===== src/hdl/pwb_pkg.sv =====
// pwb_pkg: shared types, constants and helpers of the percentile white balance block.
// No dependencies.
package pwb_pkg;

  localparam int PIXEL_COUNT_BITS = 20;
  localparam int CNT_W  = PIXEL_COUNT_BITS + 1;     // saturating counter width
  localparam logic [CNT_W-1:0] CNT_MAX = {CNT_W{1'b1}};
  localparam int ACC_W  = CNT_W + 6;                // signed running count
  localparam int PRD_W  = ACC_W + 7;                // 100 * running count
  localparam int THR_W  = CNT_W + 7;                // percent * total
  localparam int FIFO_DEPTH = 4;
  localparam int FIFO_AW    = $clog2(FIFO_DEPTH);
  localparam int FINE_BINS   = 256;
  localparam int COARSE_BINS = 16;
  localparam int NUM_CH      = 3;
  localparam logic [5:0] CLIP_MAX = 6'd49;
  localparam logic [1:0] CFG_WHITE_LEVEL = 2'd0;
  localparam logic [1:0] CFG_LOW_CLIP    = 2'd1;
  localparam logic [1:0] CFG_HIGH_CLIP   = 2'd2;

  typedef struct packed {
    logic                    apply;   // 1: apply pass, 0: histogram pass
    logic [NUM_CH-1:0][7:0]  px;      // 0 blue, 1 green, 2 red
    logic                    last;
  } item_t;

  typedef struct packed {
    logic  valid;
    item_t item;
  } head_t;

  typedef struct packed {
    logic init_busy;
  } back_stat_t;

  typedef struct packed {
    logic [15:0] white_level;
    logic [5:0]  low_clip;
    logic [5:0]  high_clip;
  } cfg_t;

  function automatic logic [CNT_W-1:0] sat_inc(input logic [CNT_W-1:0] c);
    sat_inc = (c == CNT_MAX) ? c : c + CNT_W'(1);
  endfunction

endpackage


===== src/hdl/pwb_front.sv =====
// pwb_front: input beat acceptance, pass classification and a short item queue.
// Depends on pwb_pkg.
module pwb_front (
  input  logic               clk,
  input  logic               rst_n,
  input  logic               in_push,
  output logic               in_full,
  input  logic               in_kind,
  input  logic [7:0]         in_blue,
  input  logic [7:0]         in_green,
  input  logic [7:0]         in_red,
  input  logic               in_last,
  input  pwb_pkg::back_stat_t stat,
  input  logic               head_pop,
  output pwb_pkg::head_t     head
);
  pwb_pkg::item_t               q_r [pwb_pkg::FIFO_DEPTH];
  logic [pwb_pkg::FIFO_AW-1:0]  wp_r, wp_nxt, rp_r, rp_nxt;
  logic [pwb_pkg::FIFO_AW:0]    cnt_r, cnt_nxt;
  pwb_pkg::item_t               new_item;
  logic                         acc, pop;

  assign in_full = (cnt_r == (pwb_pkg::FIFO_AW+1)'(pwb_pkg::FIFO_DEPTH)) | stat.init_busy;
  assign acc     = in_push & ~in_full;
  assign pop     = head_pop & (cnt_r != '0);

  always_comb begin
    new_item.apply = in_kind;
    new_item.px    = {in_red, in_green, in_blue};
    new_item.last  = in_last;
    wp_nxt  = acc ? wp_r + 1'b1 : wp_r;
    rp_nxt  = pop ? rp_r + 1'b1 : rp_r;
    cnt_nxt = cnt_r + (pwb_pkg::FIFO_AW+1)'(acc) - (pwb_pkg::FIFO_AW+1)'(pop);
  end

  assign head.valid = (cnt_r != '0);
  assign head.item  = q_r[rp_r];

  always_ff @(posedge clk) begin
    if (!rst_n) begin
      wp_r  <= '0;
      rp_r  <= '0;
      cnt_r <= '0;
    end else begin
      wp_r  <= wp_nxt;
      rp_r  <= rp_nxt;
      cnt_r <= cnt_nxt;
    end
    if (acc) begin
      q_r[wp_r] <= new_item;
    end
  end
endmodule


===== config.mk =====
export PLATFORM = sky130hd
export DESIGN_NAME = pwb_front
export DESIGN_NICKNAME = d
export VERILOG_FILES = /design/src/hdl/pwb_pkg.sv /design/src/hdl/pwb_front.sv
export SDC_FILE = /design/constraint.sdc
export NUM_CORES = 1
export LEC_CHECK = 0
export ABC_CLOCK_PERIOD_IN_PS = 4450
export BUFFER_PORTS_ARGS = -buffer_cell sky130_fd_sc_hd__buf_2
export CAP_MARGIN = 30
export CORE_MARGIN = 2
export CORE_UTILIZATION = 59
export CTS_CLUSTER_DIAMETER = 100
export CTS_CLUSTER_SIZE = 25
export DETAILED_ROUTE_END_ITERATION = 10
export PLACE_DENSITY = 0.91
export SLEW_MARGIN = 20
export SYNTH_ARGS = -nofsm -noshare
export SYNTH_HDL_FRONTEND = slang
export SYNTH_SLANG_ARGS = --single-unit

===== constraint.sdc =====
create_clock -name clk -period 4.45 [get_ports clk]
set_input_delay 0.89 -clock clk [delete_from_list [all_inputs] [get_ports clk]]
set_output_delay 0.89 -clock clk [all_outputs]
set_load 0.02 [all_outputs]

==> results of run 1 <==
## cells in the final DEF (no fill, tap or decap), types with 3 or more instances in the layout
cell type	instances
clkinv_2	6
bufinv_16	3
mux4_2	20
clkbuf_16	16
ha_1	6
buf_2	58
mux4_1	6
buf_4	5
xnor2_1	4
nor2b_1	3
inv_1	5
and2_1	7
edfxtp_1	104
dfxtp_1	8
nand2_1	4
## per-layer routing
layer	track usage	part of all wire	routed length (µm)	up-vias
met5	0	0	0	-
met4	0.0814	0.016	118	0
met3	0.0794	0.055	400	13
met2	0.323	0.53	3880	72
met1	0.233	0.40	2910	1038
li1	-	-	-	915
## synthesized netlist by cell type
library cell	count	area share
a21o_1	1	0.0018
a21oi_2	1	0.0020
and2_1	7	0.010
buf_12	2	0.0093
buf_2	2	0.0023
buf_6	1	0.0026
clkbuf_1	1	0.00088
clkbuf_2	1	0.0012
dfxtp_1	9	0.042
edfxtp_1	104	0.73
fa_1	1	0.0047
ha_1	6	0.018
inv_1	5	0.0044
mux2i_1	2	0.0047
mux4_1	6	0.037
mux4_2	20	0.11
nand2_1	4	0.0035
nand2b_1	1	0.0015
nor2_1	1	0.00088
nor2b_1	3	0.0044
o311ai_2	1	0.0038
o31a_1	1	0.0020
or3_1	1	0.0015
xnor2_1	4	0.0082
## worst max-delay path by stage
stage | slack, ps | endpoint
detailed placement | 1510 | cnt_r[2]$_SDFF_PN0_
finish | 1430 | head[22]
CTS | 1180 | head[22]
global route | 1340 | head[22]
global placement | 1590 | cnt_r[2]$_SDFF_PN0_
floorplan | 1770 | cnt_r[2]$_SDFF_PN0_
## final cells by class
type | count | area, µm²
fill | 441 | 1880
timing repair buffer | 64 | 355
clock inverter | 13 | 144
multi-input combinational | 60 | 893
clock buffer | 19 | 422
sequential | 113 | 3300
inverter | 5 | 18.8
tap | 99 | 124
## critical path: stages (launching register included)
cell and delay [ps]:
dfxtp_2 600, buf_16 230, mux4_1 600, buf_2 190
## power groups by stage
| stage | Clock, mW | Sequential (mW) | Combinational, mW |
|---|---|---|---|
| 6_report | 1.27 | 1.30 | 0.610 |
| 5_1_grt | 1.34 | 1.31 | 0.658 |
| 4_1_cts | 1.29 | 1.33 | 0.560 |
| 3_5_place_dp | 0 | 1.35 | 0.555 |
| 3_3_place_gp | 0 | 1.34 | 0.543 |
| 2_1_floorplan | 0 | 1.27 | 0.499 |
## per-stage QoR
step / utilization / setup slack [ps] / power [mW]
after floorplan: - / 1770 / 1.77
after global placement: 0.654 / 1590 / 1.89
after detailed placement: 0.654 / 1510 / 1.90
after CTS: 0.733 / 1180 / 3.18
after global routing: 0.737 / 1340 / 3.30
final: 0.737 / 1430 / 3.18
## flip-flops by register name, summed over array words and instances (netlist names), named ones only
| register | count |
|---|---|
| q_r | 104 |
| cnt_r | 3 |
| wp_r | 2 |
| rp_r | 2 |
## logic make-up (layout without fill, tap and decap cells)
group	count (synthesis)	in the layout	share of synthesized area
muxes	28	28	0.147
xor gates and xnor gates	4	4	0.00817
AOI/OAI and AO/OA	4	4	0.00964
adders and majority gates	7	7	0.0222
buffers and inverters	12	101	0.0207
and+or+nand+nor	17	17	0.0219
DFF	113	113	0.771
==> reports/qor.txt, run 1 <==
DRT iter0 DRCs - 92
clock network fraction of design power - 0.401
Avg WL per Cell - 19.6 µm
Setup CP Type - flop to output port
Die ar. - 0.00796 mm²
largest net degree at the start of global routing - 27
number of placement rows - 31
Syn-to-layout area delta - 22.8%
combinational share of power - 0.192
PortBufs - 58
Clk Tree Root Cell - clkbuf_8
Hold Path Origin - wp_r[0]$_SDFFE_PN0P_
clock transition at the registers of the reported paths - 50 ps
H-tree levels - 4
GR Util All Layers - 0.197
clock latency on the worst-skew pair - 500 ps
Post-CTS Hold Fix Bufs - 0
nets@finish - 299
Ant. Diodes - 0
max-slew violations - 0
core region area - 0.00714 mm²
Syn. warnings - 0
Final TNS setup - 0 ps
Max Cap Violations - 0
Min-Delay Path Depth - 2
flops & latches, synth - 113
final cell area excluding filler cells - 0.00526 mm²
Top Ports - 59
Remaining Overflow, GRT - 0
TritonCTS clock tree - done
worst hold slack - 501 ps
DR DRC count - 0
register area share after synthesis - 0.771
Avg Cell Area, Syn - 23.2 µm²
DP Cell Count - 340
Final Hold Vio Count - 0
CP startpoint kind - flop
CP Data Arrival Time - 2130 ps
Max FO, Critical Path - 15
worst endpoint required time - 3560 ps
final std cells w/o fill - 373
Die Span X - 89.2 µm
r2r setup slk - 2050 ps
Distinct cells, synth - 24
DR vias/cell - 5.46
Final setup viols - 0
first-pass GRT wire length - 10,600 µm
Syn Inst Count - 185
CTS sink count - 113
DP Area - 0.00467 mm²
Routed WL - 7320 µm
Min-Delay Path Class - flop to flop
status - completed
LEAKAGE - 1.85 nW
R2R cell count - 11
vias in the first global route - 2,017
CTS resizes - 0
Routed Antenna Nets - 0
Post-CTS Setup Repair Bufs - 0
layout cells sized above 1 - 0.420
Post-Syn Area - 0.00429 mm²
Power Density - 604 mW/mm²
syn_nets - 223
Worst Clk Skew - 4.62 ps
initial cell density of the core - 0.600
Crit. End Element - output port
launching point of the worst reg2reg path - cnt_r[1]$_SDFF_PN0_
initial antenna violation count - 0
maximum VDD drop - 0.386 mV
TritonRoute pass-1 iters - 4
Max Freq - 331 MHz
Sw Ratio - 0.256
total CTS buffers - 17
worst flop-to-flop path endpoint - cnt_r[2]$_SDFF_PN0_
Worst Tran Pin Value - 522 ps
Int Power - 2.36 mW
switching pwr - 0.813 mW
Worst slew margin - 0.652
Final Critical Period - 3020 ps
unrepaired setup endpoints after global routing - no
routability cong. - 0.669
CTS Buffer Depth - 2
Hold EP - wp_r[0]$_SDFFE_PN0P_
via count - 2,038
Flop pwr share - 0.408
Final Cycle Share - 0.679
Post-DP HPWL - 4120 µm
Die Y - 89.2 µm
Note: power is estimated with default switching activity, not from simulation.
==> run 2, diff against run 1 <==
Settings changed: ABC_AREA set to 1, ABC_CLOCK_PERIOD_IN_PS 4450 to 3000, CORE_UTILIZATION 59 to 56, PLACE_DENSITY 0.91 to 0.87.
Clock period 4.45 ns to 3 ns, I/O delays scaled along.
==> run 2 against run 1 <==
- worst setup slack got worse by 1100 ps
- synthesized cell count up 73%
- hold slack worse by 200 ps
- largest power group unchanged
==> reports/qor.txt, run 2 <==
status - completed
Post-synth EDFFs - 104 (unchanged)
Synth area leader - edfxtp_1
Final Cycle Share - 0.898
Setup CP Type - flop to output port
Worst Tran Pin Value - 571 ps (+49.1 ps)
max-slew violations - 0 (unchanged)
worst endpoint required time - 2400 ps (-1160 ps)
total CTS buffers - 17 (unchanged)
Power Density - 910 mW/mm² (+51%)
final cell area excluding filler cells - 0.00528 mm² (+0.40%)
TritonCTS clock tree - done
Post-CTS Hold Fix Bufs - 0 (unchanged)
top post-synthesis cells by count - edfxtp_1 (104), nor2_1 (65), o21ai_1 (43)
Avg Cell Area, Syn - 13.5 µm² (-42%)
DRT iter0 DRCs - 211 (+130%)
DR vias/cell - 5.35 (-2.1%)
initial antenna violation count - 0 (unchanged)
Syn-to-layout area delta - 21.9%
PortBufs - 58 (unchanged)
Top Ports - 59 (unchanged)
Routed Antenna Nets - 0 (unchanged)
max reg flops - 104 (unchanged)
CTS resizes - 0 (unchanged)
CTS sink count - 113 (unchanged)
core region area - 0.00761 mm² (+6.6%)
biggest regs - q_r x104, cnt_r x3
Max FO, Critical Path - 28 (+13)
pre-CTS setup slack - 569 ps (-945 ps)
Post-Syn Area - 0.00433 mm² (+1.1%)
number of placement rows - 32 (+3.2%)
Clk Tree Root Cell - clkbuf_8
most frequent cells in the layout - edfxtp_1 (104), nor2_1 (61), buf_2 (58)
Min-Delay Path Depth - 1 (-1)
LEAKAGE - 1.95 nW (+5.4%)
register area share after synthesis - 0.762 (-0.00868)
layout cells sized above 1 - 0.252 (-0.168)
CTS Buffer Depth - 2 (unchanged)
maximum VDD drop - 0.669 mV (+73%)
largest net degree at the start of global routing - 53 (+96%)
R2R cell count - 12 (+1)
Routed WL - 8240 µm (+13%)
first-pass GRT wire length - 12,800 µm (+21%)
commonest non-fill, non-tap cell in the layout - edfxtp_1
Die Y - 92.0 µm (+3.1%)
main flop type after synthesis - edfxtp_1
Die Span X - 92.0 µm (+3.1%)
CP Data Arrival Time - 2090 ps (-40 ps)
FFs w/ async S/R, synth - 0 (unchanged)
Final setup viols - 0 (unchanged)
count leader, synth - edfxtp_1
routability cong. - 0.717 (+7.2%)
Post-CTS Setup Repair Bufs - 0 (unchanged)
Remaining Overflow, GRT - 0 (unchanged)
Crit. End Element - output port
clock latency on the worst-skew pair - 510 ps (about the same)
Syn. warnings - 0 (unchanged)
Die ar. - 0.00846 mm² (+6.3%)
CP startpoint kind - flop
DP Area - 0.00472 mm² (+1.1%)
Final Hold Vio Count - 0 (unchanged)
Syn Inst Count - 320 (+73%)
flops & latches, synth - 113 (unchanged)
filler cell count - 499 (+13%)
Max Freq - 371 MHz
Worst slew margin - 0.619 (-0.0327)
Distinct cells, synth - 20 (-17%)
main area contributors after synthesis - edfxtp_1 (72%), nor2_1 (5.6%), o21ai_1 (5.0%), dfxtp_1 (4.2%), o22ai_1 (3.8%)
Biggest register - q_r
Pwr Total - 4.81 mW (+51%)
Avg WL per Cell - 16.4 µm (-17%)
Min-Delay Path Class - primary input to flop
Ant. Diodes - 0 (unchanged)
initial cell density of the core - 0.570 (-0.0307)
via count - 2,691 (+32%)
DR DRC count - 0 (unchanged)
Setup WS post-layout - 307 ps (-1120 ps)
clock transition at the registers of the reported paths - 50 ps (about the same)
Max Cap Violations - 0 (unchanged)
Post-DP HPWL - 4780 µm (+16%)
nets@finish - 426 (+42%)
Final Critical Period - 2690 ps
GR Util All Layers - 0.206 (+0.00952)
Synth top area share - 0.721 (-0.00820)
Final TNS setup - 0 ps (unchanged)
syn_nets - 358 (+61%)
vias in the first global route - 2,740 (+36%)
Worst Clk Skew - 8.72 ps (+4.10 ps)
unrepaired setup endpoints after global routing - no
H-tree levels - 4 (unchanged)
TritonRoute pass-1 iters - 5 (+1)
[run 2: metrics by stage]
| stage | cells | hold slack (ps) | util |
|---|---|---|---|
| CTS | 503 | 283 | 0.694 |
| finish | 503 | 305 | 0.694 |
| floorplan | 320 | 460 | - |
| global placement | 471 | 484 | 0.620 |
| detailed placement | 471 | 508 | 0.620 |
| global route | 503 | 294 | 0.694 |
[run 2: cell type report]
class / count / area (µm²) / share of cell area
Clock buffer: 22 / 453 / 0.0857
Clock inverter: 10 / 110 / 0.0208
Inverter: 20 / 77.6 / 0.0147
Multi-Input combinational cell: 172 / 875 / 0.166
Sequential cell: 113 / 3300 / 0.626
Tap cell: 102 / 128 / 0.0242
Timing Repair Buffer: 64 / 335 / 0.0635
[run 2: cell families after synthesis]
family | synth area share
buffers and inverters | 0.0384
flip-flops | 0.762
XOR/XNOR | 0.00202
AO/OA/AOI/OAI | 0.0999
AND/OR/NAND/NOR | 0.0756
adder cells (fa/ha/maj) | 0.0219
[run 2: per-layer routing]
| layer | GRT usage | share of wire | up-vias | routed length [µm] |
|---|---|---|---|---|
| met5 | 0 | 0 | - | 0 |
| met4 | 0.102 | 0.016 | 0 | 128 |
| met3 | 0.0797 | 0.064 | 13 | 526 |
| met2 | 0.355 | 0.53 | 89 | 4330 |
| met1 | 0.222 | 0.39 | 1289 | 3250 |
| li1 | - | - | 1300 | - |
[run 2: report_power, final]
| part | switching (mW) | internal (mW) |
|---|---|---|
| combinational | 0.711 | 0.328 |
| sequential | 0.0881 | 1.84 |
| clock | 0.628 | 1.21 |
[run 2: path summary, 6_finish.rpt]
check,start,end,slack (ps)
max reg2reg,cnt_r[1]$_SDFF_PN0_,cnt_r[2]$_SDFF_PN0_,790
min,in_red[3],q_r[3][20]$_DFFE_PP_,300
min reg2reg,rp_r[1]$_SDFFE_PN0P_,rp_r[1]$_SDFFE_PN0P_,510
max,flop,head[0],310
[run 2: worst max-delay path: stages, from the launching register on]
cell and delay [ps]:
dfxtp_2 650, buf_4 390, o21ai_0 150, o22ai_1 190
buf_2 190
